File: config.mk
export PLATFORM = sky130hd
export DESIGN_NAME = triangle_flat_split
export DESIGN_NICKNAME = d
export VERILOG_FILES = /design/src/rtl/core/tfs_pkg.sv /design/src/rtl/core/tfs_sort.sv /design/src/rtl/core/tfs_div_cell.sv /design/src/rtl/core/triangle_flat_split.sv
export SDC_FILE = /design/constraint.sdc
export NUM_CORES = 2
export LEC_CHECK = 0
export ABC_AREA = 0
export BUFFER_PORTS_ARGS = -buffer_cell sky130_fd_sc_hd__buf_2
export CORE_ASPECT_RATIO = 0.7
export CORE_MARGIN = 5
export CORE_UTILIZATION = 61
export DETAILED_ROUTE_END_ITERATION = 7
export PLACE_DENSITY = 0.78
export SYNTH_ARGS = -nofsm -noshare
export SYNTH_HDL_FRONTEND = slang
export SYNTH_HIERARCHICAL = 1
export SYNTH_SLANG_ARGS = --single-unit
File: constraint.sdc
create_clock -name clk -period 7.5 [get_ports clk]
set_clock_uncertainty 0.15 [all_clocks]
set_input_delay 0.375 -clock clk [delete_from_list [all_inputs] [get_ports clk]]
set_output_delay 0.375 -clock clk [all_outputs]
set_load 0.01 [all_outputs]
File: src/rtl/core/tfs_pkg.sv
// ----------------------------------------------------------------------------
// tfs_pkg: shared constants for the triangle flat split block
// Default coordinate width and the fixed width of the color index.
// ----------------------------------------------------------------------------
package tfs_pkg;

	// default coordinate width in bits
	localparam int COORD_BITS_DEF = 10;

	// width of the color index
	localparam int FILL_BITS = 8;

endpackage
// ----------------------------------------------------------------------------

File: src/rtl/core/tfs_sort.sv
// ----------------------------------------------------------------------------
// tfs_sort: vertex role assignment
// Orders the three vertices into top, middle and bottom, or applies the fixed
// roles of an already flat triangle. The result is registered.
// ----------------------------------------------------------------------------
module tfs_sort #(
	parameter int COORD_BITS = tfs_pkg::COORD_BITS_DEF
) (
	input  logic                  clk,
	input  logic                  arst_n,
	input  logic                  in_vld,
	input  logic [COORD_BITS-1:0] x1,
	input  logic [COORD_BITS-1:0] y1,
	input  logic [COORD_BITS-1:0] x2,
	input  logic [COORD_BITS-1:0] y2,
	input  logic [COORD_BITS-1:0] x3,
	input  logic [COORD_BITS-1:0] y3,
	output logic                  vld_s1,
	output logic [COORD_BITS-1:0] tx_s1,
	output logic [COORD_BITS-1:0] ty_s1,
	output logic [COORD_BITS-1:0] bx_s1,
	output logic [COORD_BITS-1:0] by_s1,
	output logic [COORD_BITS-1:0] mx_s1,
	output logic [COORD_BITS-1:0] my_s1,
	output logic [COORD_BITS-1:0] sx_s1,
	output logic                  flat_s1
);

	logic [COORD_BITS-1:0] tx, ty, bx, by, mx, my, sx;
	logic                  flat;

	// role selection, checks in fixed order
	always_comb begin
		tx   = x3;
		ty   = y3;
		bx   = x3;
		by   = y3;
		mx   = x3;
		my   = y3;
		sx   = x3;
		flat = 1'b1;
		priority if (y1 == y2) begin
			mx = x1;
			my = y1;
			sx = x2;
			if (y3 >= y2) begin
				bx = x3; by = y3; tx = x2; ty = y2;
			end else begin
				tx = x3; ty = y3; bx = x2; by = y2;
			end
		end else if (y2 == y3) begin
			mx = x2;
			my = y2;
			sx = x3;
			if (y1 > y2) begin
				bx = x1; by = y1; tx = x3; ty = y3;
			end else begin
				tx = x1; ty = y1; bx = x3; by = y3;
			end
		end else if (y1 == y3) begin
			mx = x1;
			my = y1;
			sx = x3;
			if (y2 > y1) begin
				bx = x2; by = y2; tx = x3; ty = y3;
			end else begin
				tx = x2; ty = y2; bx = x3; by = y3;
			end
		end else begin
			// all y distinct
			flat = 1'b0;
			priority if (y1 < y2 && y1 < y3) begin
				tx = x1; ty = y1;
			end else if (y2 < y1 && y2 < y3) begin
				tx = x2; ty = y2;
			end else begin
				tx = x3; ty = y3;
			end
			priority if (y1 > y2 && y1 > y3) begin
				bx = x1; by = y1;
			end else if (y2 > y1 && y2 > y3) begin
				bx = x2; by = y2;
			end else begin
				bx = x3; by = y3;
			end
			priority if ((y1 > y2 && y1 < y3) || (y1 < y2 && y1 > y3)) begin
				mx = x1; my = y1;
			end else if ((y2 > y1 && y2 < y3) || (y2 < y1 && y2 > y3)) begin
				mx = x2; my = y2;
			end else begin
				mx = x3; my = y3;
			end
		end
	end

	// stage valid
	always_ff @(posedge clk or negedge arst_n) begin
		if (!arst_n) begin
			vld_s1 <= 1'b0;
		end else begin
			vld_s1 <= in_vld;
		end
	end

	// stage payload
	always_ff @(posedge clk) begin
		tx_s1   <= tx;
		ty_s1   <= ty;
		bx_s1   <= bx;
		by_s1   <= by;
		mx_s1   <= mx;
		my_s1   <= my;
		sx_s1   <= sx;
		flat_s1 <= flat;
	end

endmodule
// ----------------------------------------------------------------------------

File: src/rtl/core/tfs_div_cell.sv
// ----------------------------------------------------------------------------
// tfs_div_cell: one restoring division step
// Takes one numerator bit into the partial remainder, develops one quotient
// bit and hands everything to the next cell, together with the word's
// sideband.
// ----------------------------------------------------------------------------
module tfs_div_cell #(
	parameter int COORD_BITS = tfs_pkg::COORD_BITS_DEF,
	parameter int SIDE_W     = 1
) (
	input  logic                  clk,
	input  logic                  arst_n,
	input  logic                  vld_i,
	input  logic [COORD_BITS-1:0] rem_i,
	input  logic [COORD_BITS-1:0] num_i,
	input  logic [COORD_BITS-1:0] quo_i,
	input  logic [COORD_BITS-1:0] den_i,
	input  logic [SIDE_W-1:0]     side_i,
	output logic                  vld_q,
	output logic [COORD_BITS-1:0] rem_q,
	output logic [COORD_BITS-1:0] num_q,
	output logic [COORD_BITS-1:0] quo_q,
	output logic [COORD_BITS-1:0] den_q,
	output logic [SIDE_W-1:0]     side_q
);

	logic [COORD_BITS+1:0] trial;
	logic                  fits;

	// trial subtract of the divisor from the shifted remainder
	assign trial = {1'b0, rem_i, num_i[COORD_BITS-1]} - {2'b00, den_i};
	assign fits  = ~trial[COORD_BITS+1];

	always_ff @(posedge clk or negedge arst_n) begin
		if (!arst_n) begin
			vld_q <= 1'b0;
		end else begin
			vld_q <= vld_i;
		end
	end

	always_ff @(posedge clk) begin
		rem_q  <= fits ? trial[COORD_BITS-1:0] : {rem_i[COORD_BITS-2:0], num_i[COORD_BITS-1]};
		num_q  <= {num_i[COORD_BITS-2:0], 1'b0};
		quo_q  <= {quo_i[COORD_BITS-2:0], fits};
		den_q  <= den_i;
		side_q <= side_i;
	end

endmodule
// ----------------------------------------------------------------------------

File: src/rtl/core/triangle_flat_split.sv
// ----------------------------------------------------------------------------
// triangle_flat_split: split a triangle into flat-bottom and flat-top parts
// Sorts the vertices, finds the split x on the long edge with exact floor
// division, and sends two triangle words per input word.
// ----------------------------------------------------------------------------
//
//  channel  | handshake          | fields
//  ---------+--------------------+-------------------------------------------
//  input    | start / busy       | ax ay bx by cx cy shade
//  result   | strobe (one cycle) | apex_x apex_y mid_x mid_y split_x split_y
//           |                    | fill last
//
//  busy is set in the cycle after each accepted word, since each word
//  yields two result words on one channel. Each accepted word passes the
//  sort register, the stage 2 register, a chain of COORD_BITS divider step
//  cells (one quotient bit per cell) and the output register; the second
//  result word follows the first in the next cycle.
//  Reset clears all valid bits; no word is in flight after reset.
//  The receiver cannot stall; results are never held.
//
// ----------------------------------------------------------------------------
module triangle_flat_split #(
	parameter int COORD_BITS = tfs_pkg::COORD_BITS_DEF
) (
	input  logic                         clk,
	input  logic                         arst_n,
	input  logic                         start,
	output logic                         busy,
	input  logic [COORD_BITS-1:0]        ax,
	input  logic [COORD_BITS-1:0]        ay,
	input  logic [COORD_BITS-1:0]        bx,
	input  logic [COORD_BITS-1:0]        by,
	input  logic [COORD_BITS-1:0]        cx,
	input  logic [COORD_BITS-1:0]        cy,
	input  logic [tfs_pkg::FILL_BITS-1:0] shade,
	output logic                         strobe,
	output logic [COORD_BITS-1:0]        apex_x,
	output logic [COORD_BITS-1:0]        apex_y,
	output logic [COORD_BITS-1:0]        mid_x,
	output logic [COORD_BITS-1:0]        mid_y,
	output logic [COORD_BITS-1:0]        split_x,
	output logic [COORD_BITS-1:0]        split_y,
	output logic [tfs_pkg::FILL_BITS-1:0] fill,
	output logic                         last
);

	localparam int W = COORD_BITS;

	// data that rides alongside the divider
	typedef struct packed {
		logic [W-1:0]                  tx;
		logic [W-1:0]                  ty;
		logic [W-1:0]                  bx;
		logic [W-1:0]                  by;
		logic [W-1:0]                  mx;
		logic [W-1:0]                  my;
		logic [W-1:0]                  sx;
		logic                          flat;
		logic                          neg;
		logic [tfs_pkg::FILL_BITS-1:0] fill;
	} side_t;

	localparam int SIDE_W = $bits(side_t);

	logic accept;
	logic busy_q;

	// input handshake: no word is taken while busy is high
	assign accept = start & ~busy_q;
	assign busy   = busy_q;

	always_ff @(posedge clk or negedge arst_n) begin
		if (!arst_n) begin
			busy_q <= 1'b0;
		end else begin
			busy_q <= accept;
		end
	end

	// stage 1: vertex roles
	logic                         vld_s1, flat_s1;
	logic [W-1:0]                 tx_s1, ty_s1, bx_s1, by_s1, mx_s1, my_s1, sx_s1;
	logic [tfs_pkg::FILL_BITS-1:0] fill_s1;

	tfs_sort #(.COORD_BITS(W)) u_sort (
		.clk     (clk),
		.arst_n  (arst_n),
		.in_vld  (accept),
		.x1      (ax),
		.y1      (ay),
		.x2      (bx),
		.y2      (by),
		.x3      (cx),
		.y3      (cy),
		.vld_s1  (vld_s1),
		.tx_s1   (tx_s1),
		.ty_s1   (ty_s1),
		.bx_s1   (bx_s1),
		.by_s1   (by_s1),
		.mx_s1   (mx_s1),
		.my_s1   (my_s1),
		.sx_s1   (sx_s1),
		.flat_s1 (flat_s1)
	);

	always_ff @(posedge clk) begin
		fill_s1 <= shade;
	end

	// stage 2: numerator magnitude, sign and divisor
	logic           neg;
	logic [W-1:0]   dx_mag;
	logic [W-1:0]   dy_num;
	logic           vld_s2;
	logic [2*W-1:0] prod_s2;
	logic [W-1:0]   den_s2;
	side_t          side_s2;

	assign neg    = bx_s1 < tx_s1;
	assign dx_mag = neg ? (tx_s1 - bx_s1) : (bx_s1 - tx_s1);
	assign dy_num = my_s1 - ty_s1;

	always_ff @(posedge clk or negedge arst_n) begin
		if (!arst_n) begin
			vld_s2 <= 1'b0;
		end else begin
			vld_s2 <= vld_s1;
		end
	end

	always_ff @(posedge clk) begin
		prod_s2      <= {{W{1'b0}}, dy_num} * {{W{1'b0}}, dx_mag};
		den_s2       <= by_s1 - ty_s1;
		side_s2.tx   <= tx_s1;
		side_s2.ty   <= ty_s1;
		side_s2.bx   <= bx_s1;
		side_s2.by   <= by_s1;
		side_s2.mx   <= mx_s1;
		side_s2.my   <= my_s1;
		side_s2.sx   <= sx_s1;
		side_s2.flat <= flat_s1;
		side_s2.neg  <= neg;
		side_s2.fill <= fill_s1;
	end

	// divider chain: for a triangle that is not flat, the high half of the product never reaches the divisor
	logic              vld_c  [0:W];
	logic [W-1:0]      rem_c  [0:W];
	logic [W-1:0]      num_c  [0:W];
	logic [W-1:0]      quo_c  [0:W];
	logic [W-1:0]      den_c  [0:W];
	logic [SIDE_W-1:0] side_c [0:W];

	assign vld_c[0]  = vld_s2;
	assign rem_c[0]  = prod_s2[2*W-1:W];
	assign num_c[0]  = prod_s2[W-1:0];
	assign quo_c[0]  = '0;
	assign den_c[0]  = den_s2;
	assign side_c[0] = side_s2;

	for (genvar k = 0; k < W; k++) begin : g_cell
		tfs_div_cell #(.COORD_BITS(W), .SIDE_W(SIDE_W)) u_cell (
			.clk    (clk),
			.arst_n (arst_n),
			.vld_i  (vld_c[k]),
			.rem_i  (rem_c[k]),
			.num_i  (num_c[k]),
			.quo_i  (quo_c[k]),
			.den_i  (den_c[k]),
			.side_i (side_c[k]),
			.vld_q  (vld_c[k+1]),
			.rem_q  (rem_c[k+1]),
			.num_q  (num_c[k+1]),
			.quo_q  (quo_c[k+1]),
			.den_q  (den_c[k+1]),
			.side_q (side_c[k+1])
		);
	end

	// floor correction and split x
	side_t        side_o;
	logic [W-1:0] sx_div;
	logic [W-1:0] sx_fin;

	assign side_o = side_c[W];
	assign sx_div = side_o.neg
		? (side_o.tx - quo_c[W] - {{(W-1){1'b0}}, (rem_c[W] != '0)})
		: (side_o.tx + quo_c[W]);
	assign sx_fin = side_o.flat ? side_o.sx : sx_div;

	// result word sequencing: first word bottom apex, second word top apex
	logic                          emit_q, last_q;
	logic [W-1:0]                  tx_q, ty_q, bx_q, by_q, mx_q, my_q, sx_q;
	logic [tfs_pkg::FILL_BITS-1:0] fill_q;

	always_ff @(posedge clk or negedge arst_n) begin
		if (!arst_n) begin
			emit_q <= 1'b0;
			last_q <= 1'b0;
		end else begin
			priority if (vld_c[W]) begin
				emit_q <= 1'b1;
				last_q <= 1'b0;
			end else if (emit_q && !last_q) begin
				last_q <= 1'b1;
			end else begin
				emit_q <= 1'b0;
				last_q <= 1'b0;
			end
		end
	end

	always_ff @(posedge clk) begin
		if (vld_c[W]) begin
			tx_q   <= side_o.tx;
			ty_q   <= side_o.ty;
			bx_q   <= side_o.bx;
			by_q   <= side_o.by;
			mx_q   <= side_o.mx;
			my_q   <= side_o.my;
			sx_q   <= sx_fin;
			fill_q <= side_o.fill;
		end
	end

	assign strobe  = emit_q;
	assign last    = last_q;
	assign apex_x  = last_q ? tx_q : bx_q;
	assign apex_y  = last_q ? ty_q : by_q;
	assign mid_x   = mx_q;
	assign mid_y   = my_q;
	assign split_x = sx_q;
	assign split_y = my_q;
	assign fill    = fill_q;

endmodule
// ----------------------------------------------------------------------------

==> results_dict.tcl <==
set metrics [dict create \
    crit_slowest_cell "fa_1" \
    portBuffers 141 \
    avgViaCountPerCell 5.51 \
    antenna_left 0 \
    dieWidth_um 337 \
    max_slew.worst_pin.slew_ns 1.31 \
    start_util 0.619 \
    die-area_um2 80500 \
    worst_skew_pair.late_latency_ns 0.68 \
    clock_sinks 1372 \
    drc 0 \
    grt_pass1_vias 27500 \
    dr.first_iter.drc_count 2305 \
    endpoint_kind "register" \
    grtUsageTotal 0.237 \
    clk_pin_slew_worst_paths_ns 0.07 \
    timing.fmax_mhz 141 \
    r2r_cells 25 \
    crit_fanout 8 \
    drive_gt1_frac 0.138 \
    core_area_um2 73700 \
    antenna_found_initial 8 \
    syn_avg_cell_area_um2 12.3 \
    hold_depth 4 \
    r2r_slack_ns 0.42 \
    max_cap_violations 0 \
    timing.rr.end "prod_s2[17]$_DFF_P_" \
    post-dp-hpwl_mm 60.1 \
    grt_pass1_wl_mm 152 \
    avgRoutedWirePerCell_um 19.2 \
    gr-total-overflow 0 \
    cts_buffer_depth 3 \
    fp.dieH_um 239 \
    rsz0062_at_grt "no" \
    drtPass1Iterations 6 \
    worst_hold_path_type "input port to register" \
    n_fill_cell 4784 \
    cp.required_ns 7.94 \
    htreeDepth 3 \
    maxSlewViolCount 0 \
    gp_congestion 0.914 \
    worstHoldEndpoint "u_sort/tx_s1[7]$_DFF_P_" \
    worstHoldStart "cx[7]" \
    placementRows 83 \
    setup_viol 0 \
    hold_viol_final 0 \
    place_area_um2 47200 \
    arrival_ns 7.53 \
    status "finished, final reports clean" \
    period_minus_slack_ns 7.08 \
    ioPinCount 142 \
    fin_area_um2 51900 \
    start_kind "register" \
    synth_nets 4102 \
    yosysWarnings 6 \
    cp_slowest_stage_delay_ns 0.55 \
    cts_tree "yes" \
    nets 4350 \
    grt_max_degree 81 \
    path_common_cell "inv_1" \
    setup-tns-final_ns 0 \
    root_buffer "clkbuf_16" \
    dr_total_vias 27700 \
    crit_type "register to register" \
    wl_mm 96.4 \
    syn_area_um2 45700 \
    area_growth_pct 13.6 \
    max_slew_margin 0.129 \
    synth_cells 3705 \
    fin_crit_sh 0.945 \
    numCtsBuffers 110 \
    timing.rr.start "u_sort/tx_s1[7]$_DFF_P_" \
]
-- layout by cell type, fill, tap and decap left out, types with 28 or more instances in the layout --
cell           instances
mux2_4                70
o21ai_0              123
xnor2_1               63
a221oi_1              36
a21oi_1              149
o21a_1                28
buf_4                 29
mux2i_1               84
buf_2                141
nor2_1                98
nand2_1              236
clkbuf_16            111
a21o_1                46
a221o_1               38
inv_1                349
fa_1                  79
dfxtp_1             1279
xor2_1                34
nor3_1                78
dlygate4sd3_1         89
edfxtp_1              78
ha_1                 247
-- layout make-up --
type | instances | area, µm² | share of cell area
flip-flops and latches | 1372 | 28300 | 0.546
multi-input cells | 1861 | 15500 | 0.298
clock buffers | 153 | 3140 | 0.0605
repair buffers | 259 | 1810 | 0.0350
inverters | 349 | 1310 | 0.0253
well taps | 977 | 1220 | 0.0236
clock inverters | 54 | 566 | 0.0109
diodes | 6 | 15.0 | 0.000290
-- timing repair --
| item | 4_1_cts | 5_1_grt |
|---|---|---|
| setup endpoints to repair | 0 | 1 |
| buffers inserted | 0 | 2 |
| hold buffers | 89 | 0 |
| gates resized for setup | 0 | 6 |
| endpoints found under the hold margin | 77 | 0 |
-- metrics by stage --
| stage | cells | hold WS [ns] | utilization | setup WS [ns] |
|---|---|---|---|---|
| 4_1_cts | 5023 | 0.00250 | 0.702 | 0.167 |
| 3_3_place_gp | 4727 | 0.130 | 0.640 | 0.479 |
| 5_1_grt | 5027 | 0.0238 | 0.703 | 0.0654 |
| 3_5_place_dp | 4727 | 0.141 | 0.640 | 0.300 |
| 2_1_floorplan | 3705 | -0.0706 | - | 0.789 |
| 6_report | 5031 | 0.0471 | 0.703 | 0.415 |
-- worst max-delay path by stage --
stage / start / endpoint / slack [ns] / cells past startpoint
finish: u_sort/tx_s1[7]$_DFF_P_ / prod_s2[17]$_DFF_P_ / 0.42 / 25
global route: u_sort/tx_s1[2]$_DFF_P_ / prod_s2[17]$_DFF_P_ / 0.07 / 25
CTS: u_sort/tx_s1[2]$_DFF_P_ / prod_s2[17]$_DFF_P_ / 0.17 / 26
detailed placement: u_sort/tx_s1[7]$_DFF_P_ / prod_s2[17]$_DFF_P_ / 0.30 / 26
global placement: u_sort/tx_s1[7]$_DFF_P_ / prod_s2[17]$_DFF_P_ / 0.48 / 26
floorplan: u_sort/bx_s1[0]$_DFF_P_ / prod_s2[17]$_DFF_P_ / 0.79 / 28
-- metal layers --
layer | routed length [µm] | track usage
met4 | 2740 | 0.0733
met1 | 41700 | 0.327
met2 | 44700 | 0.380
met3 | 7170 | 0.0490
met5 | 13 | 0
-- state kept, by name, summed over array words and instances, names as in the netlist, 20 cells and up --
| name | count |
|---|---|
| g_cell.u_cell/den_q | 90 |
| g_cell.u_cell/num_q | 45 |
| g_cell.u_cell/quo_q | 55 |
| g_cell.u_cell/rem_q | 100 |
| g_cell.u_cell/side_q | 800 |
| prod_s2 | 20 |
| side_c | 80 |
-- critical path: cells and delay by family, from the launching register on --
kind	cells	cell delay, ns
buf+inv	7	0.51
fa+ha+maj	7	3.26
mux	1	0.32
simple gates	3	0.67
compound gates	7	1.71
flops	1	0.36
Power is not shown: default switching activity piles up to over one toggle a cycle in this logic, so the estimate is an artifact.
